--- src/sv/mfvd_pkg.sv ---
// Shared types and constants of the marker frame value decoder.
`default_nettype none

package mfvd_pkg;

  // Widths of the item fields.
  localparam int unsigned OpW     = 2;
  localparam int unsigned ByteW   = 8;
  localparam int unsigned ValueW  = 17;
  localparam int unsigned CfgIdxW = 2;

  // Operation codes carried in the op field.
  localparam logic [OpW-1:0] OP_BYTE  = 2'd0;
  localparam logic [OpW-1:0] OP_ACK   = 2'd1;
  localparam logic [OpW-1:0] OP_CLEAR = 2'd2;

  // Configuration register indexes.
  localparam logic [CfgIdxW-1:0] CFG_START_MARKER = 2'd0;
  localparam logic [CfgIdxW-1:0] CFG_END_MARKER   = 2'd1;

  // Reset values of the markers.
  localparam logic [ByteW-1:0] StartMarkerRst = 8'h53;
  localparam logic [ByteW-1:0] EndMarkerRst   = 8'h43;

  // Payload decoding.
  localparam int unsigned     DecodeBytes = 4;
  localparam logic [ByteW-1:0] ModeValue  = 8'd1;
  localparam logic [ByteW-1:0] ModeClass  = 8'd2;
  localparam logic [ByteW-1:0] NegCode    = 8'd2;

  // Depth of the command queue and of the result queue.
  localparam int unsigned QueueDepth = 2;

  typedef enum logic [1:0] {
    CMD_BYTE,
    CMD_ACK,
    CMD_CLEAR,
    CMD_NOP
  } cmd_kind_e;

  // Classified item handed from the front to the back.
  typedef struct packed {
    cmd_kind_e        kind;
    logic [ByteW-1:0] data;
    logic             is_start;
    logic             is_end;
  } cmd_t;

  // Result item as it leaves the block.
  typedef struct packed {
    logic              frame_ready;
    logic [ValueW-1:0] value;
    logic [ByteW-1:0]  class_code;
    logic              collecting;
  } res_t;

endpackage

`default_nettype wire

--- src/sv/marker_frame_value_decoder.sv ---
// Top level of the marker frame value decoder.
//
// Items enter through a queue-like port: op_i and rx_byte_i are taken at a
// clock edge where push is high and full is low. Op 0 is a received byte,
// op 1 acknowledges a decoded frame, op 2 clears the class code.
// Every item yields exactly one result item, which shows the state after
// that item: frame_ready_o, signed_value_o, class_code_o and collecting_o.
// The oldest result sits on the result ports while empty is low and is
// taken at an edge where pop is high and empty is low.
// An accepted item is registered in the command queue and then in the result
// queue before empty goes low; throughput is one item per cycle while the
// result queue is not full, set by the frame state update in the back part. A two-entry
// command queue and a two-entry result queue sit on either side of that part.
// Marker registers are written through cfg_valid_i, cfg_index_i and
// cfg_data_i; cfg_ready_o is always high. Index 0 is the start marker,
// index 1 the end marker; other indexes are ignored.
// Reset sets the markers to 0x53 and 0x43, clears the frame state and
// empties both queues. When pop stays low the result queue fills, the back
// part stops, the command queue fills and full rises.
`default_nettype none

module marker_frame_value_decoder
  import mfvd_pkg::*;
#(
  parameter int unsigned BUFFER_DEPTH = 16
) (
  input  logic                     clk_i,
  input  logic                     rst_ni,
  input  logic                     push,
  output logic                     full,
  input  logic [OpW-1:0]           op_i,
  input  logic [ByteW-1:0]         rx_byte_i,
  output logic                     empty,
  input  logic                     pop,
  output logic                     frame_ready_o,
  output logic signed [ValueW-1:0] signed_value_o,
  output logic [ByteW-1:0]         class_code_o,
  output logic                     collecting_o,
  input  logic                     cfg_valid_i,
  output logic                     cfg_ready_o,
  input  logic [CfgIdxW-1:0]       cfg_index_i,
  input  logic [ByteW-1:0]         cfg_data_i
);

  cmd_t cmd;
  logic cmd_empty, cmd_pop;
  res_t res;

  // The register file never stalls a write.
  assign cfg_ready_o = 1'b1;

  mfvd_front u_front (
    .clk_i       (clk_i),
    .rst_ni      (rst_ni),
    .push_i      (push),
    .op_i        (op_i),
    .rx_byte_i   (rx_byte_i),
    .full_o      (full),
    .cfg_valid_i (cfg_valid_i),
    .cfg_index_i (cfg_index_i),
    .cfg_data_i  (cfg_data_i),
    .cmd_pop_i   (cmd_pop),
    .cmd_o       (cmd),
    .cmd_empty_o (cmd_empty)
  );

  mfvd_back #(
    .BufferDepth (BUFFER_DEPTH)
  ) u_back (
    .clk_i       (clk_i),
    .rst_ni      (rst_ni),
    .cmd_i       (cmd),
    .cmd_empty_i (cmd_empty),
    .cmd_pop_o   (cmd_pop),
    .pop_i       (pop),
    .res_o       (res),
    .empty_o     (empty)
  );

  // The result fields come straight from the head of the result queue.
  assign frame_ready_o  = res.frame_ready;
  assign signed_value_o = $signed(res.value);
  assign class_code_o   = res.class_code;
  assign collecting_o   = res.collecting;

endmodule

`default_nettype wire

--- src/sv/mfvd_fifo.sv ---
// Small first-in first-out queue used for the command and result queues of the decoder.
`default_nettype none

module mfvd_fifo
  import mfvd_pkg::*;
#(
  parameter int unsigned Width = 1
) (
  input  logic             clk_i,
  input  logic             rst_ni,
  input  logic             push_i,
  input  logic [Width-1:0] data_i,
  output logic             full_o,
  input  logic             pop_i,
  output logic [Width-1:0] data_o,
  output logic             empty_o
);

  localparam int unsigned PtrW = (QueueDepth > 1) ? $clog2(QueueDepth) : 1;
  localparam int unsigned CntW = $clog2(QueueDepth + 1);

  logic [Width-1:0] mem_q [QueueDepth];
  logic [PtrW-1:0]  wr_ptr_q, wr_ptr_d;
  logic [PtrW-1:0]  rd_ptr_q, rd_ptr_d;
  logic [CntW-1:0]  cnt_q, cnt_d;
  logic             do_push, do_pop;

  assign full_o  = (cnt_q == CntW'(QueueDepth));
  assign empty_o = (cnt_q == '0);
  assign do_push = push_i && !full_o;
  assign do_pop  = pop_i && !empty_o;
  assign data_o  = mem_q[rd_ptr_q];

  always_comb begin
    wr_ptr_d = wr_ptr_q;
    rd_ptr_d = rd_ptr_q;
    cnt_d    = cnt_q;
    if (do_push) begin
      wr_ptr_d = (wr_ptr_q == PtrW'(QueueDepth - 1)) ? '0 : wr_ptr_q + 1'b1;
    end
    if (do_pop) begin
      rd_ptr_d = (rd_ptr_q == PtrW'(QueueDepth - 1)) ? '0 : rd_ptr_q + 1'b1;
    end
    if (do_push && !do_pop) begin
      cnt_d = cnt_q + 1'b1;
    end else if (do_pop && !do_push) begin
      cnt_d = cnt_q - 1'b1;
    end
  end

  always_ff @(posedge clk_i or negedge rst_ni) begin
    if (!rst_ni) begin
      wr_ptr_q <= '0;
      rd_ptr_q <= '0;
      cnt_q    <= '0;
    end else begin
      wr_ptr_q <= wr_ptr_d;
      rd_ptr_q <= rd_ptr_d;
      cnt_q    <= cnt_d;
    end
  end

  always_ff @(posedge clk_i) begin
    if (do_push) begin
      mem_q[wr_ptr_q] <= data_i;
    end
  end

endmodule

`default_nettype wire

--- src/sv/mfvd_front.sv ---
// Front part: holds the marker registers, classifies each item and queues it.
`default_nettype none

module mfvd_front
  import mfvd_pkg::*;
(
  input  logic               clk_i,
  input  logic               rst_ni,
  input  logic               push_i,
  input  logic [OpW-1:0]     op_i,
  input  logic [ByteW-1:0]   rx_byte_i,
  output logic               full_o,
  input  logic               cfg_valid_i,
  input  logic [CfgIdxW-1:0] cfg_index_i,
  input  logic [ByteW-1:0]   cfg_data_i,
  input  logic               cmd_pop_i,
  output cmd_t               cmd_o,
  output logic               cmd_empty_o
);

  logic [ByteW-1:0] start_marker_q, end_marker_q;
  cmd_t             cmd_in;
  logic [$bits(cmd_t)-1:0] cmd_raw;

  always_ff @(posedge clk_i or negedge rst_ni) begin
    if (!rst_ni) begin
      start_marker_q <= StartMarkerRst;
      end_marker_q   <= EndMarkerRst;
    end else if (cfg_valid_i) begin
      case (cfg_index_i)
        CFG_START_MARKER: start_marker_q <= cfg_data_i;
        CFG_END_MARKER:   end_marker_q   <= cfg_data_i;
        default: ;
      endcase
    end
  end

  always_comb begin
    cmd_in.data     = rx_byte_i;
    cmd_in.is_start = (rx_byte_i == start_marker_q);
    cmd_in.is_end   = (rx_byte_i == end_marker_q);
    case (op_i)
      OP_BYTE:  cmd_in.kind = CMD_BYTE;
      OP_ACK:   cmd_in.kind = CMD_ACK;
      OP_CLEAR: cmd_in.kind = CMD_CLEAR;
      default:  cmd_in.kind = CMD_NOP;
    endcase
  end

  mfvd_fifo #(
    .Width ($bits(cmd_t))
  ) u_cmd_fifo (
    .clk_i   (clk_i),
    .rst_ni  (rst_ni),
    .push_i  (push_i),
    .data_i  (cmd_in),
    .full_o  (full_o),
    .pop_i   (cmd_pop_i),
    .data_o  (cmd_raw),
    .empty_o (cmd_empty_o)
  );

  assign cmd_o = cmd_t'(cmd_raw);

endmodule

`default_nettype wire

--- src/sv/mfvd_back.sv ---
// Back part: frame state, payload bytes, decoding and the result queue.
`default_nettype none

module mfvd_back
  import mfvd_pkg::*;
#(
  parameter int unsigned BufferDepth = 16
) (
  input  logic clk_i,
  input  logic rst_ni,
  input  cmd_t cmd_i,
  input  logic cmd_empty_i,
  output logic cmd_pop_o,
  input  logic pop_i,
  output res_t res_o,
  output logic empty_o
);

  localparam int unsigned IdxW = $clog2(BufferDepth + 1);

  // Only the leading bytes are ever decoded, so only those are kept.
  logic [ByteW-1:0]  store_q [DecodeBytes];
  logic [ByteW-1:0]  store_d [DecodeBytes];
  logic [IdxW-1:0]   idx_q, idx_d, idx_inc;
  logic              in_frame_q, in_frame_d;
  logic              ready_q, ready_d;
  logic [ValueW-1:0] value_q, value_d;
  logic [ByteW-1:0]  class_q, class_d;

  logic              exec, out_full;
  logic [ValueW-1:0] dec_raw, dec_value;
  logic [ByteW-1:0]  dec_class;
  res_t              res_in;
  logic [$bits(res_t)-1:0] res_raw;

  assign exec      = !cmd_empty_i && !out_full;
  assign cmd_pop_o = exec;
  assign idx_inc   = idx_q + 1'b1;

  always_comb begin
    dec_raw   = {1'b0, store_q[2], store_q[3]};
    dec_value = '0;
    dec_class = '0;
    if (store_q[0] == ModeValue) begin
      dec_value = (store_q[1] == NegCode) ? (~dec_raw + ValueW'(1)) : dec_raw;
    end else if (store_q[0] == ModeClass) begin
      dec_class = store_q[1];
    end
  end

  always_comb begin
    store_d    = store_q;
    idx_d      = idx_q;
    in_frame_d = in_frame_q;
    ready_d    = ready_q;
    value_d    = value_q;
    class_d    = class_q;
    if (exec) begin
      case (cmd_i.kind)
        CMD_BYTE: begin
          if (!ready_q) begin
            if (in_frame_q) begin
              if (cmd_i.is_end) begin
                ready_d    = 1'b1;
                value_d    = dec_value;
                class_d    = dec_class;
                in_frame_d = 1'b0;
              end else begin
                for (int i = 0; i < DecodeBytes; i++) begin
                  if (idx_q == IdxW'(i)) begin
                    store_d[i] = cmd_i.data;
                  end
                end
                idx_d = idx_inc;
                if (idx_inc == IdxW'(BufferDepth)) begin
                  for (int i = 0; i < DecodeBytes; i++) begin
                    store_d[i] = '0;
                  end
                  in_frame_d = 1'b0;
                end
              end
            end
            if (cmd_i.is_start && !in_frame_d) begin
              in_frame_d = 1'b1;
              idx_d      = '0;
            end
          end
        end
        CMD_ACK:   ready_d = 1'b0;
        CMD_CLEAR: class_d = '0;
        default: ;
      endcase
    end
  end

  always_ff @(posedge clk_i or negedge rst_ni) begin
    if (!rst_ni) begin
      for (int i = 0; i < DecodeBytes; i++) begin
        store_q[i] <= '0;
      end
      idx_q      <= '0;
      in_frame_q <= 1'b0;
      ready_q    <= 1'b0;
      value_q    <= '0;
      class_q    <= '0;
    end else begin
      store_q    <= store_d;
      idx_q      <= idx_d;
      in_frame_q <= in_frame_d;
      ready_q    <= ready_d;
      value_q    <= value_d;
      class_q    <= class_d;
    end
  end

  always_comb begin
    res_in.frame_ready = ready_d;
    res_in.value       = value_d;
    res_in.class_code  = class_d;
    res_in.collecting  = in_frame_d;
  end

  mfvd_fifo #(
    .Width ($bits(res_t))
  ) u_res_fifo (
    .clk_i   (clk_i),
    .rst_ni  (rst_ni),
    .push_i  (exec),
    .data_i  (res_in),
    .full_o  (out_full),
    .pop_i   (pop_i),
    .data_o  (res_raw),
    .empty_o (empty_o)
  );

  assign res_o = res_t'(res_raw);

  a_idx_bound: assert property (@(posedge clk_i) disable iff (!rst_ni)
    idx_q <= IdxW'(BufferDepth))
    else $error("write index beyond buffer depth");

  a_frame_idx: assert property (@(posedge clk_i) disable iff (!rst_ni)
    in_frame_q |-> (idx_q < IdxW'(BufferDepth)))
    else $error("open frame with a full buffer");

  a_ignored: assert property (@(posedge clk_i) disable iff (!rst_ni)
    (exec && cmd_i.kind == CMD_BYTE && ready_q)
    |=> ($stable(in_frame_q) && $stable(idx_q) && ready_q))
    else $error("byte changed frame state while a frame was pending");

  a_overflow: assert property (@(posedge clk_i) disable iff (!rst_ni)
    (exec && cmd_i.kind == CMD_BYTE && !ready_q && in_frame_q && !cmd_i.is_end
     && !cmd_i.is_start && idx_inc == IdxW'(BufferDepth))
    |=> (!in_frame_q && store_q[0] == '0 && store_q[1] == '0))
    else $error("overflow did not abort the frame");

endmodule

`default_nettype wire
--- config.mk ---
export PLATFORM = sky130hd
export DESIGN_NAME = marker_frame_value_decoder
export DESIGN_NICKNAME = d
export VERILOG_FILES = /design/src/sv/mfvd_pkg.sv /design/src/sv/marker_frame_value_decoder.sv /design/src/sv/mfvd_fifo.sv /design/src/sv/mfvd_front.sv /design/src/sv/mfvd_back.sv
export SDC_FILE = /design/constraint.sdc
export NUM_CORES = 1
export LEC_CHECK = 0
export ABC_CLOCK_PERIOD_IN_PS = 2900
export CAP_MARGIN = 10
export CORE_MARGIN = 2
export CORE_UTILIZATION = 60
export CTS_CLUSTER_DIAMETER = 100
export DETAILED_ROUTE_END_ITERATION = 6
export DONT_BUFFER_PORTS = 1
export MAX_ROUTING_LAYER = met4
export PLACE_DENSITY = 0.8
export SKIP_LAST_GASP = 1
export SYNTH_ARGS = -nofsm -noshare
export SYNTH_HDL_FRONTEND = slang
export SYNTH_HIERARCHICAL = 1
export SYNTH_SLANG_ARGS = --single-unit
--- constraint.sdc ---
create_clock -name clk_i -period 2.9 [get_ports clk_i]
set_clock_uncertainty 0.05 [all_clocks]
set_input_delay 0.435 -clock clk_i [delete_from_list [all_inputs] [get_ports clk_i]]
set_output_delay 0.435 -clock clk_i [all_outputs]
set_load 0.03 [all_outputs]
==> impl_metrics.tcl <==
set metrics [dict create \
    die_x_um 114 \
    drtAntennaViolNets 0 \
    dr_total_vias 3795 \
    holdWs_ns 0.0489 \
    synth_nets 525 \
    slew_viol_final 0 \
    grt_usage_pct 20.6 \
    clk_path_buf_depth 2 \
    cap_violations 0 \
    clkTransAtPathRegs_ns 0.07 \
    grt_pass1_vias 4099 \
    std_cell_rows 40 \
    cts_resized 0 \
    post_drt_wl_per_cell_um 17.2 \
    dp_slack_ns 0.396 \
    worstHoldPathType "in2reg" \
    synth_area_um2 7230 \
    worstSetupPathType "reg2reg" \
    yosys.area.top_type "edfxtp_1" \
    place_hpwl_um 7890 \
    synth_area_per_cell_um2 14.7 \
    syn_inst 493 \
    rsz0062_at_grt "false" \
    cts-root-buf "clkbuf_16" \
    crit_required_ns 3.03 \
    h-tree-depth 4 \
    tns_ns 0 \
    seq_area_frac_synth_pct 63.0 \
    power-per-cell-area_nw_per_um2 1100 \
    portBuffers 0 \
    leakage_uw 0.00330 \
    r2r_slack_ns 0.30 \
    tightest_slew_ns 0.587 \
    drc 0 \
    ys_seq_elements 166 \
    dieArea_um2 12900 \
    ir_drop_mv 0.702 \
    grt_start_max_net_pins 89 \
    syn_to_final_growth_pct 11.0 \
    first_pass_iters 4 \
    relSlewSlack_pct 60.5 \
    synthArstFlopShare_pct 53.0 \
    cp_max_fo 17 \
    clock_sinks 166 \
    setup_viol 0 \
    worstSetupStartpointType "flip-flop" \
    min_period_ns 2.60 \
    viasPerCell 5.67 \
    outcome "completed" \
    cts-buffers-inserted 17 \
    first_iter_violations 306 \
    insertedDiodeCount 0 \
    gp_congestion 0.852 \
    drive_above_1_share_pct 22.4 \
    start_util_pct 60.9 \
    fin_ws_ns 0.301 \
    yosysWarnings 6 \
    cp.arrival_ns 2.73 \
    nets 541 \
    yosysTopAreaCellShare_pct 32.4 \
    drt-total-wl_um 11500 \
    core-area_um2 11900 \
    period_share_pct 89.6 \
    antenna_found_initial 0 \
    grt_pass1_wl_um 19700 \
    overflow 0 \
    final_util_pct 67.6 \
    endpoint_kind "flip-flop" \
    synth_flop_cell "dfrtp_1" \
    synth_edf_count 78 \
    ys_types 51 \
    synthTopCellsByArea "edfxtp_1 32%, dfrtp_1 28%, mux2_4 5.8%" \
    num-fill-cells 832 \
    post_cts_buffers 0 \
    synth_common_cells "81 x dfrtp_1, 78 x edfxtp_1, 40 x nand2_1, 34 x mux2_1, 32 x o21ai_1" \
    hold_violations 0 \
    cts_tree "yes" \
    clk-insertion-delay-late_ns 0.43 \
    yosysMostFrequentCell "dfrtp_1" \
    die_y_um 114 \
    fmax_mhz 385 \
    boundaryPins 55 \
]
cell type report:
class,count,area (um2),share of cell area [%]
sequential,166,4550,56.7
clock buffer,17,425,5.30
tap,147,184,2.29
inverter,19,71.3,0.889
clock inverter,15,188,2.34
multi-input combinational,296,2500,31.2
timing repair buffer,9,103,1.28
layout by cell type, fill, tap and decap left out, types with 6 or more instances in the layout:
master | Yosys | routed
dfrtp_1 | 81 | 81
edfxtp_1 | 78 | 78
nand2_1 | 40 | 40
mux2_1 | 34 | 34
o21ai_1 | 32 | 32
mux2_4 | 28 | 28
mux2_2 | 25 | 25
xnor2_1 | 23 | 23
inv_1 | 19 | 19
xor2_1 | 19 | 19
clkbuf_16 | 0 | 17
nor2_1 | 15 | 14
nor2b_1 | 9 | 9
ha_1 | 7 | 7
dfstp_2 | 7 | 7
inv_6 | 0 | 6
and2_1 | 6 | 6
buf_4 | 2 | 6
worst max-delay path: stages, from the launching register on:
cell	delay (ns)
dfrtp_1	0.43
nand2b_1	0.20
inv_1	0.05
or2_1	0.28
nor4_4	0.34
nand3_4	0.11
nand4bb_4	0.39
o31ai_1	0.49
flip-flops by register name (all words and copies together) (netlist names):
signal                       count
u_front/u_cmd_fifo/rd_ptr_q      1
u_back/idx_q                     5
u_back/u_res_fifo/rd_ptr_q       1
u_back/dec_raw                  16
u_back/class_q                   8
u_back/u_res_fifo/mem_q         54
u_back/u_res_fifo/cnt_q          2
u_front/u_cmd_fifo/wr_ptr_q      1
u_back/u_res_fifo/wr_ptr_q       1
u_back/ready_q                   1
u_front/end_marker_q             8
u_front/u_cmd_fifo/mem_q        24
u_front/u_cmd_fifo/cnt_q         2
u_front/start_marker_q           8
u_back/value_q                  17
u_back/in_frame_q                1
u_back/store_q                  16
logic make-up after synthesis:
logic type,after synthesis,share of synthesized area (%)
multiplexers,87,15.0
other,1,0.0519
AO/OA/AOI/OAI,56,5.07
AND/OR/NAND/NOR,103,8.12
XOR/XNOR,42,5.09
buffers and inverters,31,2.42
flip-flops,166,63.0
adder cells (fa/ha/maj),7,1.21
metrics by stage:
step | power [uW] | cells | area, um2
after floorplan | 6080 | 493 | 7230
after global placement | 6450 | 635 | 7370
after detailed placement | 6580 | 635 | 7370
after CTS | 8960 | 669 | 8020
after global routing | 9350 | 669 | 8020
final | 8860 | 669 | 8020
where the power goes:
part	total [uW]	switching, uW	internal, uW	leakage (uW)
sequential	3710	412	3290	0.00189
clock	2320	946	1380	0.000303
combinational	2830	1710	1120	0.00110
total	8860	3070	5790	0.00330
metal layers:
metal  vias up  routed length [um]  GRT usage, %  share of wire, %
li1       1795                   -             -                 -
met1      1911                4870          24.0                42
met2        78                5990          34.2                52
met3        11                 479          5.53               4.2
met4         0                 196          8.78               1.7
met5         -                   0             -                 0
final timing paths:
kind | from | end | depth (start not counted)
worst max-delay path | u_back/u_res_fifo/cnt_q[0] | u_back/u_res_fifo/mem_q[1][25] | 7
max in group asynchronous | rst_ni | u_back/value_q[8] | 2
worst min-delay path | rx_byte_i[4] | u_front/u_cmd_fifo/mem_q[1][6] | 0
worst max register to register | u_back/u_res_fifo/cnt_q[0] | u_back/u_res_fifo/mem_q[1][25] | 7
min in group asynchronous | rst_ni | u_front/start_marker_q[5] | 2
worst min register to register | u_back/store_q[26] | u_back/store_q[26] | 1
repair_timing:
| action | CTS | global route |
|---|---|---|
| endpoints found under the hold margin | 88 | 0 |
| hold buffers | 2 | 0 |
| setup endpoints to repair | 0 | 0 |
(Power assumes the default switching activity.)
